File: config.mk
export PLATFORM = sky130hd
export DESIGN_NAME = pitot_3d_airspeed_top
export DESIGN_NICKNAME = d
export VERILOG_FILES = /design/src/rtl/p3a_pkg.sv /design/src/rtl/p3a_div.sv /design/src/rtl/p3a_sqrt.sv /design/src/rtl/pitot_3d_airspeed_top.sv
export SDC_FILE = /design/constraint.sdc
export NUM_CORES = 2
export LEC_CHECK = 0
export ABC_AREA = 1
export BUFFER_PORTS_ARGS = -buffer_cell sky130_fd_sc_hd__buf_2
export CAP_MARGIN = 20
export CORE_ASPECT_RATIO = 0.9
export CORE_MARGIN = 2
export CORE_UTILIZATION = 25
export DETAILED_ROUTE_END_ITERATION = 8
export GPL_TIMING_DRIVEN = 0
export PLACE_DENSITY = 0.45
export SLEW_MARGIN = 20
export SYNTH_ARGS = -nofsm -noshare
export SYNTH_HDL_FRONTEND = slang
export SYNTH_SLANG_ARGS = --single-unit
File: constraint.sdc
create_clock -name clk -period 13.7 [get_ports clk]
set_input_delay 0 -clock clk [delete_from_list [all_inputs] [get_ports clk]]
set_output_delay 0 -clock clk [all_outputs]
set_load 0.02 [all_outputs]
File: src/rtl/p3a_pkg.sv
// Shared types and constants for the 3D pitot airspeed block.
package p3a_pkg;

	localparam int unsigned PresW = 22;
	localparam int unsigned TimeW = 32;
	localparam int unsigned GainW = 16;
	localparam int unsigned RhoW = 12;
	localparam int unsigned FwdW = 20;
	localparam int unsigned SideW = 21;
	localparam int unsigned CfgIdxW = 3;
	localparam int unsigned CfgDataW = 16;

	// Numerator of 20000000*p: 25 bits of scale times 21 bits of p.
	localparam int unsigned NumW = 46;
	// Width of the square root result; the root of NumW bits needs at most NumW/2 bits.
	localparam int unsigned SqW = 24;
	// Side speed numerator: vx (24) * gain (16s) * p_angle (22s).
	localparam int unsigned SnW = 62;

	localparam logic [24:0] SpeedScale = 25'd20000000;

	localparam logic [FwdW-1:0] FwdMax = '1;
	localparam logic signed [SideW-1:0] SideMax = 21'sd1048575;
	localparam logic signed [SideW-1:0] SideMin = -21'sd1048576;

	typedef enum logic [1:0] {
		REQ_DYN = 2'd0,
		REQ_AOA = 2'd1,
		REQ_AOS = 2'd2,
		REQ_NONE = 2'd3
	} req_t;

	typedef enum logic [CfgIdxW-1:0] {
		CFG_GAIN_AOA = 3'd0,
		CFG_GAIN_AOS = 3'd1,
		CFG_RHO = 3'd2,
		CFG_MIN_P = 3'd3,
		CFG_WINDOW = 3'd4
	} cfg_idx_t;

	// Serial divider: unsigned num / den, one quotient bit per cycle.
	typedef struct packed {
		logic start;
		logic [SnW-1:0] num;
		logic [SnW-1:0] den;
	} div_req_t;

endpackage

File: src/rtl/p3a_div.sv
// Bit-serial restoring divider, one quotient bit per cycle.
module p3a_div
	import p3a_pkg::*;
(
	input logic clk,
	input logic arst_n,
	input div_req_t req,
	output logic done,
	output logic [SnW-1:0] quot,
	output logic [SnW-1:0] rem
);

	logic [SnW-1:0] q_q;
	logic [SnW-1:0] r_q;
	logic [SnW-1:0] d_q;
	logic [6:0] cnt_q;
	logic busy_q;
	logic [SnW:0] trial;

	assign trial = {r_q, q_q[SnW-1]} - {1'b0, d_q};

	always_ff @(posedge clk or negedge arst_n) begin
		if (!arst_n) begin
			busy_q <= 1'b0;
			cnt_q <= '0;
			done <= 1'b0;
		end else begin
			done <= 1'b0;
			if (req.start) begin
				busy_q <= 1'b1;
				cnt_q <= 7'(SnW);
			end else if (busy_q) begin
				cnt_q <= cnt_q - 7'd1;
				if (cnt_q == 7'd1) begin
					busy_q <= 1'b0;
					done <= 1'b1;
				end
			end
		end
	end

	always_ff @(posedge clk) begin
		if (req.start) begin
			q_q <= req.num;
			r_q <= '0;
			d_q <= req.den;
		end else if (busy_q) begin
			if (!trial[SnW]) begin
				r_q <= trial[SnW-1:0];
				q_q <= {q_q[SnW-2:0], 1'b1};
			end else begin
				r_q <= {r_q[SnW-2:0], q_q[SnW-1]};
				q_q <= {q_q[SnW-2:0], 1'b0};
			end
		end
	end

	assign quot = q_q;
	assign rem = r_q;

endmodule

File: src/rtl/p3a_sqrt.sv
// Digit-serial integer square root, two radicand bits per cycle.
module p3a_sqrt
	import p3a_pkg::*;
(
	input logic clk,
	input logic arst_n,
	input logic start,
	input logic [NumW-1:0] radicand,
	output logic done,
	output logic [SqW-1:0] root
);

	logic [NumW-1:0] x_q;
	logic [SqW+1:0] r_q;
	logic [SqW-1:0] y_q;
	logic [4:0] cnt_q;
	logic busy_q;
	logic [SqW+1:0] rs;
	logic [SqW+2:0] tr;

	assign rs = {r_q[SqW-1:0], x_q[NumW-1 -: 2]};
	assign tr = {1'b0, rs} - {1'b0, y_q, 2'b01};

	always_ff @(posedge clk or negedge arst_n) begin
		if (!arst_n) begin
			busy_q <= 1'b0;
			done <= 1'b0;
			cnt_q <= '0;
		end else begin
			done <= 1'b0;
			if (start) begin
				busy_q <= 1'b1;
				cnt_q <= 5'(NumW / 2);
			end else if (busy_q) begin
				cnt_q <= cnt_q - 5'd1;
				if (cnt_q == 5'd1) begin
					busy_q <= 1'b0;
					done <= 1'b1;
				end
			end
		end
	end

	always_ff @(posedge clk) begin
		if (start) begin
			x_q <= radicand;
			r_q <= '0;
			y_q <= '0;
		end else if (busy_q) begin
			x_q <= {x_q[NumW-3:0], 2'b00};
			if (!tr[SqW+2]) begin
				r_q <= tr[SqW+1:0];
				y_q <= {y_q[SqW-2:0], 1'b1};
			end else begin
				r_q <= rs;
				y_q <= {y_q[SqW-2:0], 1'b0};
			end
		end
	end

	assign root = y_q;

endmodule

File: src/rtl/pitot_3d_airspeed_top.sv
// Top level of the 3D pitot airspeed block.
// Angle samples (tuser 1 or 2) are stored and give no item out.
// A dynamic sample gives one item. When it is fresh and above the threshold, the
// item is made by three 62-step runs of the shared serial divider (the radicand
// and the two side quotients), the 23-step serial square root and the 22-step
// shift-add products. A fresh sample at or below the threshold uses only the
// radicand division and the square root. A stale or nonpositive sample passes
// only through the ST_DONE and ST_OUT states. One sample is worked on at a time.
// The output register lets the next sample in while a result waits.
module pitot_3d_airspeed_top
	import p3a_pkg::*;
(
	input logic clk,
	input logic arst_n,
	input logic s_tvalid,
	output logic s_tready,
	input logic [55:0] s_tdata, // in_pressure[21:0], in_time_ms[53:22]
	input logic [1:0] s_tuser, // req_type
	output logic m_tvalid,
	input logic m_tready,
	output logic [95:0] m_tdata, // speed_fwd[19:0], speed_lat[40:20],
	                             // speed_vert[61:41], out_time_ms[93:62]
	output logic m_tuser, // status
	input logic cfg_we,
	input logic [CfgIdxW-1:0] cfg_index,
	input logic [CfgDataW-1:0] cfg_data
);

	typedef enum logic [8:0] {
		ST_IDLE = 9'b000000001,
		ST_RAD = 9'b000000010,
		ST_SQRT = 9'b000000100,
		ST_MUL = 9'b000001000,
		ST_DIVZ = 9'b000010000,
		ST_DIVY = 9'b000100000,
		ST_DONE = 9'b001000000,
		ST_OUT = 9'b010000000,
		ST_MULW = 9'b100000000
	} state_t;

	state_t state_q;
	logic signed [GainW-1:0] gain_aoa_q, gain_aos_q;
	logic [RhoW-1:0] rho_q;
	logic [15:0] min_p_q, window_q;
	logic signed [PresW-1:0] aoa_p_q, aos_p_q;
	logic [TimeW-1:0] aoa_t_q, aos_t_q;
	logic signed [PresW-1:0] p_q;
	logic [TimeW-1:0] t_q;
	logic [SqW-1:0] vx_q;
	logic signed [SideW-1:0] vz_q, vy_q;
	logic side_q;
	logic stat_q;
	logic out_full_q;
	logic [95:0] out_data_q;
	logic out_stat_q;
	logic [SnW-1:0] numz_q, numy_q, den_q;
	logic [SnW-1:0] mz_q, my_q;
	logic [PresW-1:0] az_q, ay_q;
	logic [4:0] mcnt_q;
	logic negz_q, negy_q;
	div_req_t dreq;
	logic ddone;
	logic [SnW-1:0] dq, dr;
	logic sq_start, sq_done;
	logic [SqW-1:0] root;
	logic [NumW-1:0] rad;
	logic [PresW-1:0] s_p;
	logic [TimeW-1:0] s_t;
	logic [TimeW-1:0] da, ds;
	logic fresh;
	logic signed [SqW+GainW:0] vg_z, vg_y;
	logic [SnW-1:0] qadj;

	assign s_p = s_tdata[21:0];
	assign s_t = s_tdata[53:22];
	assign s_tready = (state_q == ST_IDLE);
	assign da = (s_t >= aoa_t_q) ? s_t - aoa_t_q : aoa_t_q - s_t;
	assign ds = (s_t >= aos_t_q) ? s_t - aos_t_q : aos_t_q - s_t;
	assign fresh = (da < {16'd0, window_q}) && (ds < {16'd0, window_q});

	always_ff @(posedge clk or negedge arst_n) begin
		if (!arst_n) begin
			gain_aoa_q <= 16'sd4096;
			gain_aos_q <= 16'sd4096;
			rho_q <= 12'd1225;
			min_p_q <= 16'd10;
			window_q <= 16'd100;
		end else if (cfg_we) begin
			unique case (cfg_index)
				CFG_GAIN_AOA: gain_aoa_q <= cfg_data;
				CFG_GAIN_AOS: gain_aos_q <= cfg_data;
				CFG_RHO: rho_q <= cfg_data[RhoW-1:0];
				CFG_MIN_P: min_p_q <= cfg_data;
				CFG_WINDOW: window_q <= cfg_data;
				default: ;
			endcase
		end
	end

	// Radicand of the square root is the divider quotient.
	assign rad = dq[NumW-1:0];
	assign sq_start = (state_q == ST_RAD) && ddone;

	// vx*gain in one step; the angle pressure is then shifted in bit by bit
	assign vg_z = $signed({1'b0, vx_q}) * gain_aoa_q;
	assign vg_y = $signed({1'b0, vx_q}) * gain_aos_q;

	// Floor for negative quotients: add one to magnitude when remainder set.
	assign qadj = dq + {{(SnW-1){1'b0}}, (dr != '0)};

	function automatic logic signed [SideW-1:0] sat_side(
		input logic neg,
		input logic [SnW-1:0] q
	);
		logic signed [SideW-1:0] r;
		if (!neg) begin
			r = (q > {{(SnW-SideW){1'b0}}, SideMax}) ? SideMax : SideW'(q);
		end else begin
			r = (q > 62'd1048576) ? SideMin : -$signed(SideW'(q));
		end
		return r;
	endfunction

	always_comb begin
		dreq = '0;
		if (state_q == ST_IDLE && s_tvalid && s_tready &&
				req_t'(s_tuser) == REQ_DYN && fresh && !s_p[PresW-1] && s_p != '0) begin
			dreq.start = 1'b1;
			dreq.num = SnW'({1'b0, s_p[PresW-2:0]} * SpeedScale);
			dreq.den = SnW'((rho_q == '0) ? 12'd1 : rho_q);
		end else if (state_q == ST_MULW && mcnt_q == '0) begin
			dreq.start = 1'b1;
			dreq.num = numz_q;
			dreq.den = den_q;
		end else if (state_q == ST_DIVZ && ddone) begin
			dreq.start = 1'b1;
			dreq.num = numy_q;
			dreq.den = den_q;
		end
	end

	always_ff @(posedge clk or negedge arst_n) begin
		if (!arst_n) begin
			state_q <= ST_IDLE;
			out_full_q <= 1'b0;
			aoa_p_q <= '0;
			aos_p_q <= '0;
			aoa_t_q <= '0;
			aos_t_q <= '0;
		end else begin
			if (m_tvalid && m_tready) out_full_q <= 1'b0;
			unique case (state_q)
				ST_IDLE: begin
					if (s_tvalid && s_tready) begin
						p_q <= s_p;
						t_q <= s_t;
						priority case (req_t'(s_tuser))
							REQ_AOA: begin
								aoa_p_q <= s_p;
								aoa_t_q <= s_t;
							end
							REQ_AOS: begin
								aos_p_q <= s_p;
								aos_t_q <= s_t;
							end
							REQ_DYN: begin
								vx_q <= '0;
								vz_q <= '0;
								vy_q <= '0;
								side_q <= $signed(s_p) > $signed({6'd0, min_p_q});
								stat_q <= !fresh;
								if (fresh && !s_p[PresW-1] && s_p != '0) state_q <= ST_RAD;
								else state_q <= ST_DONE;
							end
							default: ;
						endcase
					end
				end
				ST_RAD: if (ddone) state_q <= ST_SQRT;
				ST_SQRT: begin
					if (sq_done) begin
						vx_q <= root;
						state_q <= side_q ? ST_MUL : ST_DONE;
					end
				end
				ST_MUL: begin
					mz_q <= SnW'(vg_z[SqW+GainW] ? -vg_z : vg_z);
					my_q <= SnW'(vg_y[SqW+GainW] ? -vg_y : vg_y);
					az_q <= aoa_p_q[PresW-1] ? PresW'(-aoa_p_q) : aoa_p_q;
					ay_q <= aos_p_q[PresW-1] ? PresW'(-aos_p_q) : aos_p_q;
					negz_q <= vg_z[SqW+GainW] ^ aoa_p_q[PresW-1];
					negy_q <= vg_y[SqW+GainW] ^ aos_p_q[PresW-1];
					numz_q <= '0;
					numy_q <= '0;
					mcnt_q <= 5'(PresW);
					den_q <= SnW'({p_q[PresW-2:0], 12'd0});
					state_q <= ST_MULW;
				end
				// shift-add of the magnitudes, one pressure bit per cycle
				ST_MULW: begin
					if (mcnt_q != '0) begin
						if (az_q[0]) numz_q <= numz_q + mz_q;
						if (ay_q[0]) numy_q <= numy_q + my_q;
						mz_q <= {mz_q[SnW-2:0], 1'b0};
						my_q <= {my_q[SnW-2:0], 1'b0};
						az_q <= {1'b0, az_q[PresW-1:1]};
						ay_q <= {1'b0, ay_q[PresW-1:1]};
						mcnt_q <= mcnt_q - 5'd1;
					end else begin
						state_q <= ST_DIVZ;
					end
				end
				ST_DIVZ: begin
					if (ddone) begin
						vz_q <= sat_side(negz_q, negz_q ? qadj : dq);
						state_q <= ST_DIVY;
					end
				end
				ST_DIVY: begin
					if (ddone) begin
						vy_q <= sat_side(negy_q, negy_q ? qadj : dq);
						state_q <= ST_DONE;
					end
				end
				ST_DONE: state_q <= ST_OUT;
				ST_OUT: begin
					if (!out_full_q) begin
						out_full_q <= 1'b1;
						out_stat_q <= stat_q;
						out_data_q <= {2'b00, t_q, vz_q, vy_q,
							(vx_q > SqW'(FwdMax)) ? FwdMax : vx_q[FwdW-1:0]};
						state_q <= ST_IDLE;
					end
				end
				default: state_q <= ST_IDLE;
			endcase
		end
	end

	p3a_div u_div (
		.clk(clk), .arst_n(arst_n), .req(dreq),
		.done(ddone), .quot(dq), .rem(dr)
	);

	p3a_sqrt u_sqrt (
		.clk(clk), .arst_n(arst_n), .start(sq_start),
		.radicand(rad), .done(sq_done), .root(root)
	);

	assign m_tvalid = out_full_q;
	assign m_tdata = out_data_q;
	assign m_tuser = out_stat_q;

endmodule
==> impl_metrics.json <==
{
  "initial_utilization_pct": 25.0,
  "die_y_um": 617,
  "synthAdderAreaFrac_pct": 23.8,
  "tns_ns": 0,
  "hpwl_mm": 349,
  "drt.antenna.violating_nets": 0,
  "relSlewSlack_pct": 13.2,
  "grt_pass1_wl_mm": 617,
  "drt-initial-drc-count": 9250,
  "via_per_inst": 4.64,
  "yosysMostFrequentCell": "nand2_1",
  "cts.sinks": 997,
  "total_power_w": 0.0308,
  "dr.pass1.iters": 6,
  "tightest_slew_ns": 1.30,
  "gr-usage-met3_pct": 2.68,
  "yosys-top-cells-area": "edfxtp_1, nand2_1, fa_1",
  "power_density_nw_per_um2": 260,
  "muxShareOfSynthArea_pct": 0.0288,
  "rsz0062_at_grt": "false",
  "dieArea_sq_um": 422000,
  "dp.cells": 20291,
  "period_share_pct": 69.0,
  "cp-start-kind": "register",
  "cts_root_buffer": "clkbuf_16",
  "antenna_found_initial": 27,
  "synth_compound_gate_area_share_pct": 9.94,
  "cts_tree": "done",
  "synth_xor_area_share_pct": 2.71,
  "ys.flop_type": "edfxtp_1",
  "drt-total-wl_mm": 421,
  "via_count": 95915,
  "ys_seq_elements": 997,
  "worstPathRequired_ns": 14.27,
  "status": "finished, final reports clean",
  "netlist.area_leader.share_pct": 19.5,
  "slew_violations": 0,
  "grt_pass1_vias": 92341,
  "yosysUniqueCellTypes": 69,
  "post_cts_buffers": 0,
  "synth_top_family_by_area": "simple AND/OR/NAND/NOR gates",
  "cp_max_fo": 10,
  "grt.overflow.total": 0,
  "ys_warn_count": 0,
  "skew_ns": 0.146,
  "wl_per_cell_um": 20.4,
  "r2r-end": "my_q[6]$_DFFE_PP_",
  "cts_buffer_depth": 4,
  "synth_cells": 14508,
  "crit_start": "vx_q[5]$_SDFFCE_PP0P_",
  "clk_pin_slew_worst_paths_ns": 0.06,
  "finalSetupViolCount": 0,
  "drive_gt1_share_pct": 3.82,
  "io_buffers": 176,
  "grtUsageTotal_pct": 19.5,
  "core_area_sq_um": 416000,
  "drv_cap": 0,
  "use_met2_pct": 28.9,
  "area_delta_synth_final_pct": 13.5,
  "htreeDepth": 3,
  "hold_ws_ns": 0.0812,
  "gp_congestion": 0.973,
  "r2r_cells": 27,
  "p_leak_nw": 59.0,
  "setup.worst_path.end_class": "register",
  "critPathCapture": "my_q[6]$_DFFE_PP_",
  "synth.largest_area_cell": "edfxtp_1",
  "ys_seq_area_share_pct": 26.7,
  "synthArstFlopShare_pct": 21.1,
  "fin_crit_ns": 9.45,
  "cts_made_buffers": 125,
  "fp.dieW_um": 685,
  "hold_start": "s_tdata[33]",
  "grt_max_degree": 87,
  "vdd.ir_drop.worst_mv": 0.329,
  "clk_latency_ns": 0.96,
  "ys_top_cells_by_count": "nand2_1, inv_1, nor2_1",
  "rrSetupSlack_ns": 4.25,
  "fmax_ghz": 0.106,
  "grtUsageMet1_pct": 28.8,
  "reg2reg_from": "vx_q[5]$_SDFFCE_PP0P_",
  "drc": 0,
  "cp_data_arrival_time_ns": 10.03,
  "busiest_layer": "met2",
  "ios": 181,
  "row_count": 225,
  "synth_edf_count": 677,
  "fin_nets": 16616,
  "syn_area_sq_um": 104000,
  "path_class": "register to register",
  "hp-class": "input pin to register",
  "synth.avg_cell_area_sq_um": 7.19,
  "yosys.area_share.simple_pct": 24.2,
  "hold_viol_final": 0,
  "final_cells": 20651
}
-- registers in the layout, indices dropped and copies added, names as in the netlist, 21 cells and up --
signal / flops
m_tdata: 94
my_q: 62
mz_q: 62
numy_q: 62
numz_q: 62
u_div.quot: 62
u_div.rem: 62
u_sqrt.x_q: 46
u_div.d_q: 33
aoa_t_q: 32
aos_t_q: 32
t_q: 32
u_sqrt.r_q: 24
u_sqrt.root: 24
vx_q: 24
aoa_p_q: 22
aos_p_q: 22
ay_q: 22
az_q: 22
den_q: 21
p_q: 21
vy_q: 21
vz_q: 21
-- critical path: stages, from the launching register on --
cell and delay, ns:
edfxtp_1 0.32, clkbuf_1 0.93, clkbuf_1 0.92, nand2_1 0.12, inv_1 0.12, fa_1 0.49, fa_1 0.54, fa_1 0.52
fa_1 0.52, fa_1 0.54, inv_1 0.05, fa_1 0.67, inv_1 0.08, ha_1 0.45, nand2_1 0.23, nor2_1 0.27
nand2_1 0.08, inv_1 0.11, nand3_1 0.14, nand2_1 0.15, a21oi_1 0.11, or2_2 0.28, nand2_1 0.37, clkbuf_1 0.58
nand2_1 0.22, xor2_1 0.19, nand2_1 0.09, nand2_1 0.06
-- stage by stage --
step	setup slack (ns)	instance area (sq um)	util, %
after floorplan	1.64	104000	-
after global placement	-8.99	112000	26.9
after detailed placement	4.33	113000	27.1
after CTS	4.28	118000	28.4
after global routing	3.89	118000	28.4
final	4.25	118000	28.4
-- placed cells by master (no fill, tap or decap), drive strengths merged, types with 47 or more instances in the layout --
cell type and instances:
o21a 50, inv 3042, a31oi 47, buf 305, a21oi 847, nand4 212
nand2 3979, clkbuf 539, xor2 201, nor3 141, dfxtp 110, ha 836
edfxtp 677, nor2 1244, fa 717, o21ai 735, xnor2 122, dfrtp 197
nand3 562, dlygate4sd3 122
-- cells by family (layout without fill, tap and decap cells) --
group	after synthesis	after routing
compound gates	1900	1900
xor+xnor	323	323
fa+ha+maj	1553	1553
buf+inv	3493	4067
flops	997	997
mux	3	3
other cells	1	9
simple gates	6238	6238
-- timing repair --
item | 4_1_cts | 5_1_grt
gates resized for setup | 0 | 0
hold endpoints to repair | 483 | 0
endpoints found under the setup margin | 0 | 0
hold buffers | 123 | 0
-- report_power, final --
part	switching, W	internal, W	leakage (nW)
sequential	0.000262	0.00395	9.52
clock	0.00148	0.00192	1.99
combinational	0.0159	0.00722	47.5
total	0.0177	0.0131	59.0
-- metal layers --
metal / wire length, um / up-vias
met1: 204000 / 46275
li1: - / 46276
met2: 173000 / 2932
met3: 28200 / 430
met4: 15600 / 2
met5: 13 / -
-- layout make-up --
class	count	area (sq um)
Clock buffer	158	3380
Fill cell	46132	298000
Clock inverter	71	706
Buffer	463	1870
Antenna cell	7	17.5
Timing Repair Buffer	345	2920
Multi-Input combinational cell	10019	63400
Tap cell	5561	6960
Inverter	3030	11400
Sequential cell	997	27800
-- worst min path at each step --
stage,to,slack (ns),cells past startpoint
floorplan,aoa_p_q[0]$_DFFE_PN0P_,-0.30,0
global placement,m_tvalid$_DFF_PN0_,0.19,2
detailed placement,u_sqrt.cnt_q[3]$_DFFE_PN0P_,-0.01,1
CTS,aoa_t_q[17]$_DFFE_PN0P_,0.002,4
global route,p_q[11]$_DFFE_PP_,0.07,2
finish,aoa_t_q[11]$_DFFE_PN0P_,0.08,4
No activity file was read; power rests on OpenSTA's default activity.
